$ cat src/rtl/per_agent_transition_counter_core_macros.svh
// Assertion macros for the transition counter core.
// Both expect clk and arst_n in the scope where they are used.
`ifndef PER_AGENT_TRANSITION_COUNTER_CORE_MACROS_SVH
`define PER_AGENT_TRANSITION_COUNTER_CORE_MACROS_SVH
`ifndef SYNTHESIS
`define PTC_ASSERT(label, prop, msg) \
	label: assert property (@(posedge clk) disable iff (!arst_n) prop) else $error(msg);
`define PTC_NEVER(label, expr, msg) \
	label: assert property (@(posedge clk) disable iff (!arst_n) !(expr)) else $error(msg);
`else
`define PTC_ASSERT(label, prop, msg)
`define PTC_NEVER(label, expr, msg)
`endif
`endif

$ cat src/rtl/ptc_pkg.sv
package ptc_pkg;

	localparam int AGENT_W   = 6;
	localparam int STATE_W   = 4;
	localparam int ACT_W     = 3;
	localparam int OUT_CNT_W = 32;
	localparam int CFG_W     = 5;
	localparam int CFG_IDX_W = 1;

	localparam logic [CFG_IDX_W-1:0] REG_ENABLE = 1'd0;
	localparam logic [CFG_IDX_W-1:0] REG_STATES = 1'd1;

	localparam logic [CFG_W-1:0] STATES_RESET = 5'd16;

	typedef struct packed {
		logic [AGENT_W-1:0] agent_id;
		logic [STATE_W-1:0] new_state;
		logic [ACT_W-1:0]   action_code;
	} ptc_in_t;

	typedef struct packed {
		logic [STATE_W-1:0]   from_state;
		logic [STATE_W-1:0]   to_state;
		logic                 own_change;
		logic [OUT_CNT_W-1:0] cell_count;
		logic [OUT_CNT_W-1:0] action_count;
		logic                 rejected;
	} ptc_out_t;

	typedef enum logic [1:0] {
		ST_CLEAR,
		ST_IDLE,
		ST_PREV,
		ST_COUNT
	} ptc_state_t;

endpackage

$ cat src/rtl/ptc_cell_update.sv
module ptc_cell_update
	import ptc_pkg::*;
#(
	parameter int NUM_ACTIONS = 4,
	parameter int COUNT_BITS  = 32
) (
	input  logic [NUM_ACTIONS+1:0][COUNT_BITS-1:0] row,
	input  logic [ACT_W-1:0]                       action_code,
	input  logic                                   rejected,
	output logic [NUM_ACTIONS+1:0][COUNT_BITS-1:0] new_row,
	output logic                                   own_change,
	output logic [COUNT_BITS-1:0]                  cell_count,
	output logic [COUNT_BITS-1:0]                  action_count
);

	// Row layout: field 0 own count, field 1 external count, field k+1 action k.
	logic                  own;
	logic [COUNT_BITS-1:0] cc_old;
	logic [COUNT_BITS-1:0] cc_new;
	logic [COUNT_BITS-1:0] ac_old;
	logic [COUNT_BITS-1:0] ac_new;

	assign own = (action_code != '0);

	always_comb begin
		cc_old = own ? row[0] : row[1];
		ac_old = '0;
		for (int k = 1; k <= NUM_ACTIONS; k++) begin
			if (32'(action_code) == k) begin
				ac_old = row[k+1];
			end
		end
		// hold at the top instead of wrapping
		cc_new = (cc_old == '1) ? cc_old : cc_old + 1'b1;
		ac_new = (ac_old == '1) ? ac_old : ac_old + 1'b1;

		new_row = row;
		if (!rejected) begin
			if (own) begin
				new_row[0] = cc_new;
				for (int k = 1; k <= NUM_ACTIONS; k++) begin
					if (32'(action_code) == k) begin
						new_row[k+1] = ac_new;
					end
				end
			end else begin
				new_row[1] = cc_new;
			end
		end

		own_change   = own && !rejected;
		cell_count   = rejected ? '0 : cc_new;
		action_count = (rejected || !own) ? '0 : ac_new;
	end

endmodule

$ cat config.mk
export PLATFORM = sky130hd
export DESIGN_NAME = ptc_cell_update
export DESIGN_NICKNAME = d
export VERILOG_FILES = /design/src/rtl/per_agent_transition_counter_core_macros.svh /design/src/rtl/ptc_pkg.sv /design/src/rtl/ptc_cell_update.sv
export SDC_FILE = /design/constraint.sdc
export NUM_CORES = 1
export LEC_CHECK = 0
export BUFFER_PORTS_ARGS = -buffer_cell sky130_fd_sc_hd__buf_2
export CAP_MARGIN = 5
export CORE_AREA = 2 2 175 177
export DETAILED_ROUTE_END_ITERATION = 7
export DIE_AREA = 0 0 177 179
export GPL_TIMING_DRIVEN = 0
export PLACE_DENSITY = 0.44
export SKIP_LAST_GASP = 1
export SLEW_MARGIN = 10
export SYNTH_ARGS = -nofsm -noshare
export SYNTH_HDL_FRONTEND = slang
export SYNTH_SLANG_ARGS = --single-unit
$ cat constraint.sdc
create_clock -name vclk -period 9.55
set_input_delay 1.91 -clock vclk [all_inputs]
set_output_delay 1.91 -clock vclk [all_outputs]
set_load 0.01 [all_outputs]
==> results_dict.tcl <==
set metrics [dict create \
    status "complete, no violations" \
    grt_pass1_wl_um 64400 \
    rows 64 \
    die_x_um 177 \
    tightest_slew_ns 1.07 \
    hold_viol 0 \
    drt-vias-per-instance 5.34 \
    seq_area_um2 0 \
    remaining_drc_errors 0 \
    cpMaxStageDelayCell "clkbuf_2" \
    synth.distinct_cells 83 \
    wl_per_cell_um 24.2 \
    syn_area_per_cell_um2 6.01 \
    nets 1710 \
    netlist_area_mm2 0.00636 \
    gp_congestion 0.944 \
    yosysSeqAreaShare 0 \
    cts_setup_buffers 0 \
    grt_pass1_vias 9947 \
    start_util 0.212 \
    grt_usage 0.270 \
    drt_pass1_iterations 6 \
    wl_um 46300 \
    port_buffers 452 \
    pin_count 453 \
    syn_nets 1257 \
    yosys-top-cells-area "nand2_1 (13%), o21ai_0 (9.8%), xnor2_1 (8.3%)" \
    leakage_nw 4.39 \
    critPathArrivalTime_ns 7.34 \
    drt-met1-wl_um 17100 \
    max_freq_mhz 108 \
    routed-wl-met3_um 3380 \
    cp_slowest_stage_delay_ns 0.61 \
    holdWs_ns 4.10 \
    hpwl_um 38500 \
    fin_total_pwr_mw 0.415 \
    drtAntennaViolNets 0 \
    syn_to_final_growth_pct 43.8 \
    antenna_found_initial 7 \
    seq_cell_count 0 \
    setup_viol 0 \
    maxSlewViolCount 0 \
    peakVddDrop_mv 0.0162 \
    ctsHoldBuffers 0 \
    grt_max_degree 20 \
    synth_top_area_cell "nand2_1" \
    cpLargestDelayFamily "buffers and inverters" \
    n_clock_buffer 0 \
    die-area_mm2 0.0317 \
    cp_max_fo 19 \
    synth_top_area_frac 0.131 \
    cp-start-kind "primary input" \
    synth_warnings 0 \
    period_share 0.968 \
    maxUsedRoutingLayer "met4" \
    worstSetupEndpointType "output port" \
    core_area_mm2 0.0300 \
    fillers 3595 \
    period_minus_slack_ns 9.25 \
    power.density_mw_per_mm2 45.4 \
    required_ns 7.64 \
    die_h_um 179 \
    syn-instance-count 1059 \
    path_class "in -> out" \
    drv_cap 0 \
    crit_top_cell "buf_2" \
    grt_overflow_total 0 \
    rsz0062_at_grt "false" \
    worstPathCellList "buf_2, clkbuf_1, or3_1, clkbuf_1, buf_1, clkbuf_2, clkbuf_2, nand2_1, nand2_1, ha_1, o21a_1, nand3_1, nor3_4, nor3_2, buf_2, a31oi_1, buf_2" \
    vias 10200 \
    wl_met2_um 24400 \
    drive_gt1_frac 0.350 \
    slew_headroom 0.285 \
    fin_setup_tns_ns 0 \
    critPathBufInv 8 \
    hold_class "in -> out" \
    drt_iter0_drc 720 \
]
-- layer usage --
| layer | track usage | vias to the layer above |
|---|---|---|
| li1 | - | 4728 |
| met1 | 0.289 | 4869 |
| met2 | 0.534 | 544 |
| met3 | 0.0405 | 83 |
| met4 | 0.0882 | 0 |
| met5 | 0 | - |
-- synthesized netlist by cell type (all sizes together) (5+ instances only) --
| cell | n |
|---|---|
| or2 | 6 |
| nor2 | 109 |
| clkbuf | 59 |
| and4bb | 5 |
| xor2 | 36 |
| or4bb | 10 |
| inv | 6 |
| nor3 | 34 |
| a22oi | 6 |
| and2 | 12 |
| nor3b | 8 |
| nand3 | 28 |
| xnor2 | 60 |
| a21o | 7 |
| o31ai | 27 |
| nand4 | 9 |
| mux2 | 23 |
| nand2b | 9 |
| a21oi | 36 |
| a32o | 9 |
| or4 | 5 |
| o211ai | 9 |
| nand2 | 227 |
| buf | 25 |
| and3 | 10 |
| o21ai | 125 |
| a211oi | 8 |
| nor4 | 5 |
| nor2b | 7 |
| or3 | 14 |
| mux2i | 47 |
| a31oi | 15 |
-- final timing paths --
check	from	end	cells past startpoint
worst max-delay path	action_code[1]	new_row[61]	17
worst min-delay path	row[42]	new_row[42]	3
-- where the power goes --
group,internal (mW),switching [mW]
registers,0,0
logic,0.155,0.260
clock network,0.0000000985,0
-- cell usage in the layout, fill, tap and decap left out, types with 5 or more instances in the layout --
cell / count
buf_2: 461
nand2_1: 222
o21ai_0: 124
nor2_1: 108
xnor2_1: 60
clkbuf_1: 57
mux2i_1: 47
a21oi_1: 36
xor2_1: 36
nor3_1: 30
nand3_1: 28
o31ai_1: 27
mux2_2: 23
a31oi_1: 15
or3_1: 14
and2_1: 12
and3_1: 10
or4bb_1: 10
a32o_1: 9
nand2b_1: 8
nand4_1: 8
a211oi_1: 8
diode_2: 7
a21o_1: 7
nor2b_1: 7
o211ai_1: 7
nor3b_1: 6
inv_1: 6
a22oi_1: 6
nor4_1: 5
or2_2: 5
buf_1: 5
buf_6: 5
nand2_2: 5
and4bb_2: 5
-- stage by stage --
| stage | cells | util | cell area, µm² | setup slack (ns) |
|---|---|---|---|---|
| final | 1913 | 0.305 | 9150 | 0.303 |
| after global routing | 1912 | 0.305 | 9150 | 0.0570 |
| after CTS | 1906 | 0.304 | 9120 | 0.0652 |
| after detailed placement | 1907 | 0.304 | 9120 | -1.02 |
| after global placement | 1907 | 0.304 | 9120 | -1.08 |
| after floorplan | 1059 | - | 6360 | 1.48 |
-- cells by family (layout without fill, tap and decap cells) --
family          after synthesis  after routing  synth area share
simple gates                518            518             0.401
compound gates              283            283             0.282
xor+xnor                     96             96             0.132
buf+inv                      90            541            0.0661
mux                          70             70             0.115
fa+ha+maj                     2              2           0.00393
other cells                   0              7                 0
-- cell type report --
class	count	area [µm²]	share of cell area
Antenna cell	7	17.5	0.00191
Buffer	83	397	0.0434
Inverter	6	22.5	0.00246
Multi-Input combinational cell	969	5950	0.651
Tap cell	396	495	0.0542
Timing Repair Buffer	452	2260	0.247
-- repair_timing --
| item | 4_1_cts | 5_1_grt |
|---|---|---|
| endpoints found under the hold margin | 0 | 0 |
| gates resized for setup | 2 | 2 |
| endpoints found under the setup margin | 95 | 10 |
Power figures use the tool's default switching activity.
